$ cat config.mk
export PLATFORM = sky130hd
export DESIGN_NAME = smbus_read_word_pec_sequencer
export DESIGN_NICKNAME = d
export VERILOG_FILES = /design/src/rtl/smbrw_pkg.sv /design/src/rtl/smbrw_step.sv /design/src/rtl/smbus_read_word_pec_sequencer.sv
export SDC_FILE = /design/constraint.sdc
export NUM_CORES = 1
export LEC_CHECK = 0
export ABC_AREA = 1
export BUFFER_PORTS_ARGS = -buffer_cell sky130_fd_sc_hd__buf_4
export CAP_MARGIN = 0
export CORE_MARGIN = 2
export CORE_UTILIZATION = 55
export CTS_CLUSTER_SIZE = 14
export DETAILED_ROUTE_END_ITERATION = 10
export PLACE_DENSITY = 0.84
export SYNTH_ARGS = -nofsm -noshare
export SYNTH_HDL_FRONTEND = slang
export SYNTH_SLANG_ARGS = --single-unit
$ cat constraint.sdc
create_clock -name clk -period 4 [get_ports clk]
set_clock_uncertainty 0.15 [all_clocks]
set_input_delay 0.2 -clock clk [delete_from_list [all_inputs] [get_ports clk]]
set_output_delay 0.2 -clock clk [all_outputs]
set_load 0.005 [all_outputs]
$ cat src/rtl/smbrw_pkg.sv
`default_nettype none

package smbrw_pkg;

  localparam int unsigned ADDR_W = 7;

  localparam logic [ADDR_W-1:0] DEV_ADDR_RESET = 7'h5A;
  localparam logic [7:0] STATUS_MASK      = 8'hF8;
  localparam logic [7:0] ST_ADDR_W_ACK    = 8'h18;
  localparam logic [7:0] ST_CMD_ACK       = 8'h28;
  localparam logic [7:0] ST_ADDR_R_ACK    = 8'h40;
  localparam logic [7:0] CRC_POLY         = 8'h07;

  typedef enum logic [0:0] {
    FUNC_BEGIN = 1'b0,
    FUNC_DONE  = 1'b1
  } func_t;

  typedef enum logic [3:0] {
    PH_IDLE   = 4'd0,
    PH_START1 = 4'd1,
    PH_ADDR_W = 4'd2,
    PH_CMD    = 4'd3,
    PH_START2 = 4'd4,
    PH_ADDR_R = 4'd5,
    PH_LOW    = 4'd6,
    PH_HIGH   = 4'd7,
    PH_PEC    = 4'd8
  } phase_t;

  typedef enum logic [2:0] {
    ACT_NONE      = 3'd0,
    ACT_START     = 3'd1,
    ACT_WRITE     = 3'd2,
    ACT_READ_ACK  = 3'd3,
    ACT_READ_NACK = 3'd4,
    ACT_STOP      = 3'd5
  } action_t;

  typedef enum logic [2:0] {
    ERR_OK       = 3'd0,
    ERR_ADDR_W   = 3'd1,
    ERR_CMD      = 3'd2,
    ERR_ADDR_R   = 3'd3,
    ERR_PEC      = 3'd4
  } err_t;

  typedef struct packed {
    logic [0:0] func;
    logic [7:0] command_code;
    logic [7:0] status_code;
    logic [7:0] rx_byte;
  } in_word_t;

  typedef struct packed {
    logic [2:0]  bus_action;
    logic [7:0]  tx_byte;
    logic [0:0]  done_res;
    logic [2:0]  error_code;
    logic [15:0] word_value;
  } out_word_t;

  typedef struct packed {
    phase_t     phase;
    logic [7:0] crc;
    logic [7:0] command;
    logic [7:0] low_data;
    logic [7:0] high_data;
  } seq_state_t;

  // CRC-8, MSB first, one byte
  function automatic logic [7:0] crc8_byte(input logic [7:0] crc, input logic [7:0] b);
    logic [7:0] c;
    c = crc ^ b;
    for (int k = 0; k < 8; k++) begin
      c = c[7] ? ((c << 1) ^ CRC_POLY) : (c << 1);
    end
    return c;
  endfunction

endpackage

`default_nettype wire

$ cat src/rtl/smbrw_step.sv
`default_nettype none

module smbrw_step
  import smbrw_pkg::*;
(
  input  seq_state_t        st,
  input  in_word_t          item,
  input  logic [ADDR_W-1:0] dev_addr,
  output seq_state_t        st_nxt,
  output out_word_t         res
);

  logic [7:0] addr_w;
  logic [7:0] addr_r;
  logic [7:0] status;
  logic [7:0] crc_in;
  logic       crc_upd;

  assign addr_w  = {dev_addr, 1'b0};
  assign addr_r  = {dev_addr, 1'b1};
  assign status  = item.status_code & STATUS_MASK;

  always_comb begin
    st_nxt  = st;
    res     = '0;
    crc_in  = item.rx_byte;
    crc_upd = 1'b0;
    if (item.func == FUNC_BEGIN) begin
      st_nxt.command = item.command_code;
      st_nxt.crc     = '0;
      st_nxt.phase   = PH_START1;
      res.bus_action = ACT_START;
    end else begin
      case (st.phase)
        PH_START1: begin
          res.bus_action = ACT_WRITE;
          res.tx_byte    = addr_w;
          crc_in         = addr_w;
          crc_upd        = 1'b1;
          st_nxt.phase   = PH_ADDR_W;
        end
        PH_ADDR_W: begin
          if (status != ST_ADDR_W_ACK) begin
            res.done_res   = 1'b1;
            res.error_code = ERR_ADDR_W;
            st_nxt.phase   = PH_IDLE;
          end else begin
            res.bus_action = ACT_WRITE;
            res.tx_byte    = st.command;
            crc_in         = st.command;
            crc_upd        = 1'b1;
            st_nxt.phase   = PH_CMD;
          end
        end
        PH_CMD: begin
          if (status != ST_CMD_ACK) begin
            res.done_res   = 1'b1;
            res.error_code = ERR_CMD;
            st_nxt.phase   = PH_IDLE;
          end else begin
            res.bus_action = ACT_START;
            st_nxt.phase   = PH_START2;
          end
        end
        PH_START2: begin
          res.bus_action = ACT_WRITE;
          res.tx_byte    = addr_r;
          crc_in         = addr_r;
          crc_upd        = 1'b1;
          st_nxt.phase   = PH_ADDR_R;
        end
        PH_ADDR_R: begin
          if (status != ST_ADDR_R_ACK) begin
            res.done_res   = 1'b1;
            res.error_code = ERR_ADDR_R;
            st_nxt.phase   = PH_IDLE;
          end else begin
            res.bus_action = ACT_READ_ACK;
            st_nxt.phase   = PH_LOW;
          end
        end
        PH_LOW: begin
          st_nxt.low_data = item.rx_byte;
          crc_upd         = 1'b1;
          res.bus_action  = ACT_READ_ACK;
          st_nxt.phase    = PH_HIGH;
        end
        PH_HIGH: begin
          st_nxt.high_data = item.rx_byte;
          crc_upd          = 1'b1;
          res.bus_action   = ACT_READ_NACK;
          st_nxt.phase     = PH_PEC;
        end
        PH_PEC: begin
          res.bus_action = ACT_STOP;
          res.done_res   = 1'b1;
          if (st.crc != item.rx_byte) begin
            res.error_code = ERR_PEC;
          end else begin
            res.word_value = {st.high_data, st.low_data};
          end
          st_nxt.phase = PH_IDLE;
        end
        default: begin
          // completion while idle (or a stray code): nothing to do
          st_nxt.phase = PH_IDLE;
        end
      endcase
      if (crc_upd) begin
        st_nxt.crc = crc8_byte(st.crc, crc_in);
      end
    end
  end

endmodule

`default_nettype wire

$ cat src/rtl/smbus_read_word_pec_sequencer.sv
`default_nettype none

// SMBus read-word master sequencer with PEC check. Send a begin word
// (func 0, command code) and then one completion word (func 1, masked bus
// status, received byte) after each bus phase; every input word yields one
// result word naming the next bus action, and the last one carries done,
// the error code and the little-endian data word. Throughput is one word
// per clock when not stalled; a word passes through the input register
// and the result register, with the sequencer step and a byte-wide CRC-8
// update between them. out_ready low stalls both stages. The target address
// is written on the cfg port, which is always ready, and must only change
// while no transaction word is in flight.
module smbus_read_word_pec_sequencer
  import smbrw_pkg::*;
(
  input  logic              clk,
  input  logic              rst_n,
  input  logic              in_valid,
  output logic              in_ready,
  input  in_word_t          in_data,
  output logic              out_valid,
  input  logic              out_ready,
  output out_word_t         out_data,
  input  logic              cfg_valid,
  output logic              cfg_ready,
  input  logic [ADDR_W-1:0] cfg_data
);

  logic              s1_valid_r;
  in_word_t          s1_data_r;
  logic              out_valid_r;
  out_word_t         out_data_r;
  logic [ADDR_W-1:0] dev_addr_r;
  seq_state_t        st_r;
  seq_state_t        st_nxt;
  out_word_t         res_nxt;
  logic              adv;

  assign adv       = !out_valid_r || out_ready;
  assign in_ready  = !s1_valid_r || adv;
  assign cfg_ready = 1'b1;
  assign out_valid = out_valid_r;
  assign out_data  = out_data_r;

  smbrw_step u_step (
    .st       (st_r),
    .item     (s1_data_r),
    .dev_addr (dev_addr_r),
    .st_nxt   (st_nxt),
    .res      (res_nxt)
  );

  always_ff @(posedge clk) begin
    if (!rst_n) begin
      s1_valid_r  <= 1'b0;
      out_valid_r <= 1'b0;
      dev_addr_r  <= DEV_ADDR_RESET;
      st_r        <= '{phase: PH_IDLE, crc: '0, command: '0, low_data: '0, high_data: '0};
    end else begin
      if (cfg_valid) begin
        dev_addr_r <= cfg_data;
      end
      if (in_ready) begin
        s1_valid_r <= in_valid;
      end
      if (adv) begin
        out_valid_r <= s1_valid_r;
      end
      if (adv && s1_valid_r) begin
        st_r <= st_nxt;
      end
    end
  end

  always_ff @(posedge clk) begin
    if (in_valid && in_ready) begin
      s1_data_r <= in_data;
    end
    if (adv && s1_valid_r) begin
      out_data_r <= res_nxt;
    end
  end

`ifndef NO_ASSERTIONS
  a_err_implies_done: assert property (@(posedge clk) disable iff (!rst_n)
    out_valid_r && (out_data_r.error_code != ERR_OK) |-> out_data_r.done_res)
    else $error("error code without done");

  a_ok_done_is_stop: assert property (@(posedge clk) disable iff (!rst_n)
    out_valid_r && out_data_r.done_res && (out_data_r.error_code == ERR_OK)
    |-> out_data_r.bus_action == ACT_STOP)
    else $error("successful end without stop");

  a_word_only_on_ok: assert property (@(posedge clk) disable iff (!rst_n)
    out_valid_r && (out_data_r.word_value != '0)
    |-> out_data_r.done_res && (out_data_r.error_code == ERR_OK))
    else $error("data word outside successful end");

  a_done_leaves_idle: assert property (@(posedge clk) disable iff (!rst_n)
    adv && s1_valid_r && res_nxt.done_res |=> st_r.phase == PH_IDLE)
    else $error("sequencer not idle after end of transaction");

  a_stall_holds_state: assert property (@(posedge clk) disable iff (!rst_n)
    out_valid_r && !out_ready |=> $stable(st_r))
    else $error("sequencer state moved during output stall");
`endif

endmodule

`default_nettype wire
==> results of run 1 <==
metrics by stage:
stage / instances / area [sq um]
after floorplan: 492 / 4350
after global routing: 705 / 5560
after global placement: 650 / 4940
after detailed placement: 650 / 4940
final: 705 / 5560
after CTS: 705 / 5560
power groups by stage:
stage	clock network (uW)	logic [uW]	registers [uW]
global route	753	302	1130
CTS	711	266	1130
floorplan	0	153	1140
detailed placement	0	234	1150
finish	711	270	1130
global placement	0	226	1150
cells by family (layout without fill, tap and decap cells):
logic type      count (synthesis)  count (layout)  synth area share [%]
compound gates                 78              78                  9.52
xor+xnor                        6               6                  1.21
buf+inv                        82             193                  7.22
flops                          98              98                  57.3
other cells                     1               1                0.0862
simple gates                  227             227                  24.7
layout by cell type, fill, tap and decap left out, types with 18 or more instances in the layout:
cell type        n
a21oi_1         44
buf_4           68
dfxtp_1         45
dlygate4sd3_1   39
edfxtp_1        53
inv_1           57
nand2_1        100
nand2_2         18
nand3_1         43
nor2_1          41
o21ai_0         26
sequential cells by signal (all words and copies together) (netlist names):
signal / flops
s1_data_r: 22
out_data: 31
st_r: 36
s1_valid_r: 1
dev_addr_r: 7
out_valid: 1
worst reg2reg max path: stages (launching register included):
cell and delay, ns:
edfxtp_1 0.53, nand2_1 0.14, nand4_1 0.15, nor4_1 0.51, nand3_1 0.54, nor2_1 0.24
area by class of cell:
cell class                 count  area, sq um  area share, %
sequential                    98         2490           44.9
multi-input combinational    312         1550           27.8
timing repair buffer         107          901           16.2
inverter                      70          265           4.77
tap                          102          128           2.30
clock buffer                   9          124           2.23
clock inverter                 7          100           1.80
worst max path at each step:
| stage | startpoint | to |
|---|---|---|
| 2_1_floorplan | out_valid | st_r[20] |
| 3_3_place_gp | s1_data_r[0] | out_data[10] |
| 3_5_place_dp | s1_data_r[0] | out_data[8] |
| 4_1_cts | s1_data_r[0] | out_data[8] |
| 5_1_grt | s1_data_r[0] | out_data[12] |
| 6_report | s1_data_r[0] | out_data[0] |
routing by layer:
metal / vias to the layer above / wire, microns
li1: 1829 / -
met2: 137 / 5130
met3: 25 / 564
met4: 0 / 299
met5: - / 0
met1: 1707 / 4070
==> metrics.md, run 1 <==
| Metric | Value |
|---|---|
| Min cycle time layout | 2.45 ns |
| Placer Congestion | 0.949 |
| Post-Syn Area | 4350 sq um |
| CTS buffer count | 9 |
| Met1 usage | 29.6% |
| Routed WL | 10.1 mm |
| CTS tree | yes |
| Detailed Routing Iterations Pass 1 | 5 |
| Fillers | 541 |
| Top cells by area, synth | edfxtp_1 (37%), dfxtp_1 (21%), nand2_1 (8.6%) |
| Combinational share of power | 12.8% |
| Critical Path Stages | 5 |
| Final net count | 635 |
| P_leak | 0.00225 uW |
| First-pass GRT wire length | 16.6 mm |
| Register area share after synthesis | 57.3% |
| Internal | 1580 uW |
| Library cells used by synthesis | 35 |
| Total Routing Usage GR | 25.0% |
| CTS resizes | 0 |
| Buf/Inv on CP | 0 |
| Ys flop type | edfxtp_1 |
| GR Overflow Total | 0 |
| Worst vdd ir | 283 uV |
| Sw Ratio | 25.2% |
| Die Width | 93.0 microns |
| Max-cap violation count | 0 |
| Maximum number of pins on one net before global-route repair | 30 |
| Synth warnings | 0 |
| Setup crit end kind | flip-flop |
| Area share of the largest cell type after synthesis | 36.6% |
| Setup WS post-layout | 1.55 ns |
| CP peak stage delay | 0.54 ns |
| GR peak layer | met2 |
| Number of global-route vias before repair | 3601 |
| Critical path launch point type | flip-flop |
| Hold Slack | 0.0212 ns |
| Worst-path fanout max | 16 |
| Synth area leader | edfxtp_1 |
| Worst slew pin tran | 0.979 ns |
| Fmax | 409 MHz |
| Outcome | complete, no violations |
| Worst path slowest cell | nand3_1 |
| Postcts setup bufs | 0 |
| HPWL after DPL | 6.66 mm |
| CTS Sinks | 98 |
| Worst-Skew Late Latency | 0.38 ns |
| Initial drt markers | 196 |
| Hold wc startpoint | cfg_valid |
| Worst EP arrival | 2.51 ns |
| Power share of the sequential group | 53.4% |
| I/O pins | 71 |
| Synthesis-stage register bit count | 98 |
| Synth cell count leaders | nand2_1 (100), inv_1 (57), edfxtp_1 (53) |
| Clk pwr share | 33.8% |
| Reg2reg end | out_data[0] |
| GR met2 Demand/Resource | 44.3% |
| Pre-CTS worst setup slack | 1.65 ns |
| WL/cell | 14.3 microns |
| Synth Area per Inst | 8.84 sq um |
| Post-synth EDFFs | 53 |
| Count of pins over their slew limit | 0 |
| Critical-path cell list | nand2_1 -> nand4_1 -> nor4_1 -> nand3_1 -> nor2_1 |
| Clock Tree Buf Depth | 2 |
| Layout Utilization | 72.3% |
| Cell family with the largest share of critical-path delay | simple AND/OR/NAND/NOR gates |
| Slew HR | 34.6% |
| Setup violators final | 0 |
| Worst-path clk slew | 0.10 ns |
| DIE AREA | 8640 sq um |
| Hold Buf Count CTS | 39 |
| DR vias | 3698 |
| Hold crit path type | input pin to flip-flop |
| FP Rows | 32 |
| ANT nets after route | 0 |
| RSZ-0062 raised after global routing | false |
| CP required | 4.06 ns |
| Vias per inst | 5.25 |
| PwrDens | 379 nW/um^2 |
| Flop2flop setup slack | 1.55 ns |
| TNS Setup | 0 ns |
| PnR Total Power | 2110 uW |
| DIE HEIGHT | 93.0 microns |
| Area Overhead vs Synth | 27.7% |
| Syn nets | 529 |
| Count of final hold-check violations | 0 |
| RR Startpoint | s1_data_r[0] |
| Core area | 7690 sq um |
| Async SR Flop Fraction | 0% |
| Htree depth | 3 |
| Initial Util | 56.6% |
| Crit share post-route | 61.2% |
| Most common cell in the synthesized netlist | nand2_1 |
| GR met3 Demand/Resource | 3.58% |
| NetSw | 531 uW |
| Worst reg2reg path depth | 5 |
| Hold Path End | dev_addr_r[0] |
| CTS Root Cell | clkbuf_8 |
| Cells after Synth | 492 |
| Antenna Cells | 0 |
| Kind of critical path | flip-flop to flip-flop |
| Initial antenna violation count | 0 |
| Remaining DRCs | 0 |
| Hold depth | 3 |
| IO buf count | 66 |
| Layout cells sized above 1 | 21.4% |
No activity file was read; power rests on OpenSTA's default activity.
==> run 2, diff against run 1 <==
--- a/config.mk
+++ b/config.mk
@@ -9,10 +9,10 @@
 export BUFFER_PORTS_ARGS = -buffer_cell sky130_fd_sc_hd__buf_4
 export CAP_MARGIN = 0
 export CORE_MARGIN = 2
-export CORE_UTILIZATION = 55
+export CORE_UTILIZATION = 51
 export CTS_CLUSTER_SIZE = 14
 export DETAILED_ROUTE_END_ITERATION = 10
-export PLACE_DENSITY = 0.84
+export PLACE_DENSITY = 0.82
 export SYNTH_ARGS = -nofsm -noshare
 export SYNTH_HDL_FRONTEND = slang
 export SYNTH_SLANG_ARGS = --single-unit
==> constraint.sdc (replaced) <==
create_clock -name clk -period 2.1 [get_ports clk]
set_clock_uncertainty 0.15 [all_clocks]
set_input_delay 0.105 -clock clk [delete_from_list [all_inputs] [get_ports clk]]
set_output_delay 0.105 -clock clk [all_outputs]
set_load 0.005 [all_outputs]
==> run 2 against run 1 <==
Effect of this change:
- the run now ends with setup timing left
- cell area grew 4.0%
- via count increased by 2.8%
- critical path depth is 10 higher
- wire length up 4.2%
- sequential cell count unchanged
- global-route usage is 1.5 points lower
- clock power rose by 69%
- core utilization shrank 2.3 points
- combinational power grew 110%
- sequential power is 90% higher
- cell count is 3.7% higher
- sequential share of layout area down 1.7 points
- critical endpoint is now st_r[30]
- highest routed layer unchanged
==> metrics.md, run 2 (synthesis gave the netlist of run 1 again) <==
| Metric | Value |
|---|---|
| Die Width | 96.4 microns |
| Worst slew pin tran | 0.770 ns |
| Area Overhead vs Synth | 32.8% |
| Vias per inst | 5.20 |
| Most frequent cells in the layout | nand2_1 (92), buf_4 (85), inv_1 (53), edfxtp_1 (53), dlygate4sd3_1 (45) |
| Final net count | 658 |
| RR Startpoint | s1_data_r[13] |
| Initial antenna violation count | 0 |
| Setup violators final | 2 |
| Htree depth | 3 |
| Remaining DRCs | 0 |
| DR vias | 3802 |
| Reg2reg end | st_r[30] |
| P_leak | 0.00236 uW |
| Placer Congestion | 0.891 |
| Worst-Skew Late Latency | 0.37 ns |
| Cell family with the largest share of critical-path delay | simple AND/OR/NAND/NOR gates |
| CTS Sinks | 98 |
| Fmax | 471 MHz |
| PwrDens | 678 nW/um^2 |
| Flop2flop setup slack | -0.02 ns |
| Violated checks | setup timing |
| I/O pins | 71 |
| DIE AREA | 9290 sq um |
| Worst-path clk slew | 0.10 ns |
| Critical-path cell list | inv_2 -> nand3_4 -> nor2_8 -> nand2_8 -> o22ai_1 -> inv_1 -> nand2_2 -> inv_2 -> nand2_1 -> nand2_1 -> nand2_2 -> nand2_2 -> nand2_1 -> nand3_1 -> a21oi_1 |
| Fillers | 611 |
| Max-cap violation count | 0 |
| Core area | 8260 sq um |
| Hold crit path type | input pin to flip-flop |
| FP Rows | 33 |
| Hold depth | 2 |
| Number of global-route vias before repair | 3675 |
| Kind of critical path | flip-flop to flip-flop |
| Count of pins over their slew limit | 0 |
| First-pass GRT wire length | 16.4 mm |
| DIE HEIGHT | 96.4 microns |
| CP required | 2.24 ns |
| Worst EP arrival | 2.27 ns |
| Hold wc startpoint | in_data[22] |
| GR Overflow Total | 0 |
| Detailed Routing Iterations Pass 1 | 5 |
| Worst vdd ir | 475 uV |
| DP Area | 5050 sq um |
| Count of final hold-check violations | 0 |
| Setup crit end kind | flip-flop |
| Worst-path fanout max | 10 |
| Total Routing Usage GR | 23.5% |
| CP peak stage delay | 0.43 ns |
| Top reg by flops | st_r |
| Worst path slowest cell | edfxtp_1 |
| Final instance area | 5780 sq um |
| Max reg flops | 36 |
| PnR Total Power | 3920 uW |
| Critical path launch point type | flip-flop |
| Buf/Inv on CP | 3 |
| CTS buffer count | 9 |
| Layout cells sized above 1 | 26.4% |
| IO buf count | 66 |
| Initial drt markers | 198 |
| Setup WS post-layout | -0.0231 ns |
| Min cycle time layout | 2.12 ns |
| Crit share post-route | 101% |
| Outcome | complete, but fails checks |
| Hold Path End | s1_data_r[22] |
| WL/cell | 14.3 microns |
| Worst reg2reg path depth | 15 |
| Initial Util | 52.7% |
| CTS tree | yes |
| Slew HR | 48.6% |
| CTS Root Cell | clkbuf_8 |
| Maximum number of pins on one net before global-route repair | 28 |
| ANT nets after route | 0 |
| Most common cell after layout, fill and taps aside | nand2_1 |
| HPWL after DPL | 6.88 mm |
| Routed WL | 10.5 mm |
| RSZ-0062 raised after global routing | true |
| Clock Tree Buf Depth | 2 |
| Antenna Cells | 0 |
==> run 2: changes by cell type in the layout (fill, tap and decap cells not counted), sizes merged <==
cell / previous run / this run
dlygate4sd3: 39 / 45
bufinv: 2 / 0
clkbuf: 9 / 11
buf: 68 / 85
==> run 2: layout make-up <==
type / instances / area (sq um) / area share [%]
multi-input combinational: 312 / 1600 / 27.7
clock buffer: 11 / 153 / 2.64
sequential: 98 / 2500 / 43.2
inverter: 70 / 269 / 4.65
clock inverter: 5 / 42.5 / 0.736
timing repair buffer: 130 / 1090 / 18.8
tap: 105 / 131 / 2.27
==> run 2: worst max-delay path by stage <==
stage | from | endpoint | slack (ns) | cells past startpoint
3_3_place_gp | s1_data_r[13] | st_r[30] | 0.004 | 15
6_report | s1_data_r[13] | st_r[30] | -0.02 | 15
2_1_floorplan | out_valid | st_r[20] | 0.22 | 7
4_1_cts | st_r[32] | st_r[30] | 0.008 | 15
3_5_place_dp | s1_data_r[13] | st_r[30] | -0.05 | 15
5_1_grt | s1_data_r[13] | st_r[30] | -0.18 | 15
==> run 2: layer usage <==
metal	wire, microns	share of wire, %	global-route usage [%]
met1	4230	40	27.0
met2	5440	52	43.0
met3	611	5.8	4.81
met4	194	1.9	9.04
met5	0	0	0
==> run 2: report_power, final <==
group / switching, uW / internal, uW / leakage (uW)
clock: 683 / 517 / 0.0000957
combinational: 312 / 262 / 0.00139
sequential: 48.8 / 2100 / 0.000878
total: 1040 / 2870 / 0.00236
==> run 2: timing repair <==
action,in CTS,in global routing
hold buffers,45,0
buffers inserted,0,3
hold endpoints to repair,51,0
setup endpoints to repair,6,12
pin swaps,0,4
gates resized for setup,1,21
==> run 2: worst register-to-register path: cells and delay by family (launching register included) <==
kind / cells / cell delay, ns
flops: 1 / 0.43
compound gates: 2 / 0.32
buf+inv: 3 / 0.26
simple gates: 10 / 0.89
==> run 2: metrics by stage <==
stage / worst slack, ns / hold slack, ns / TNS (ns) / util, % / instances
floorplan: 0.225 / 0.0539 / 0 / - / 492
global placement: 0.00377 / 0.134 / 0 / 61.2 / 667
detailed placement: -0.0549 / 0.135 / -0.143 / 61.2 / 667
CTS: 0.00750 / 0.299 / 0 / 69.0 / 728
global route: -0.177 / 0.290 / -0.906 / 70.0 / 731
finish: -0.0231 / 0.294 / -0.0413 / 70.0 / 731
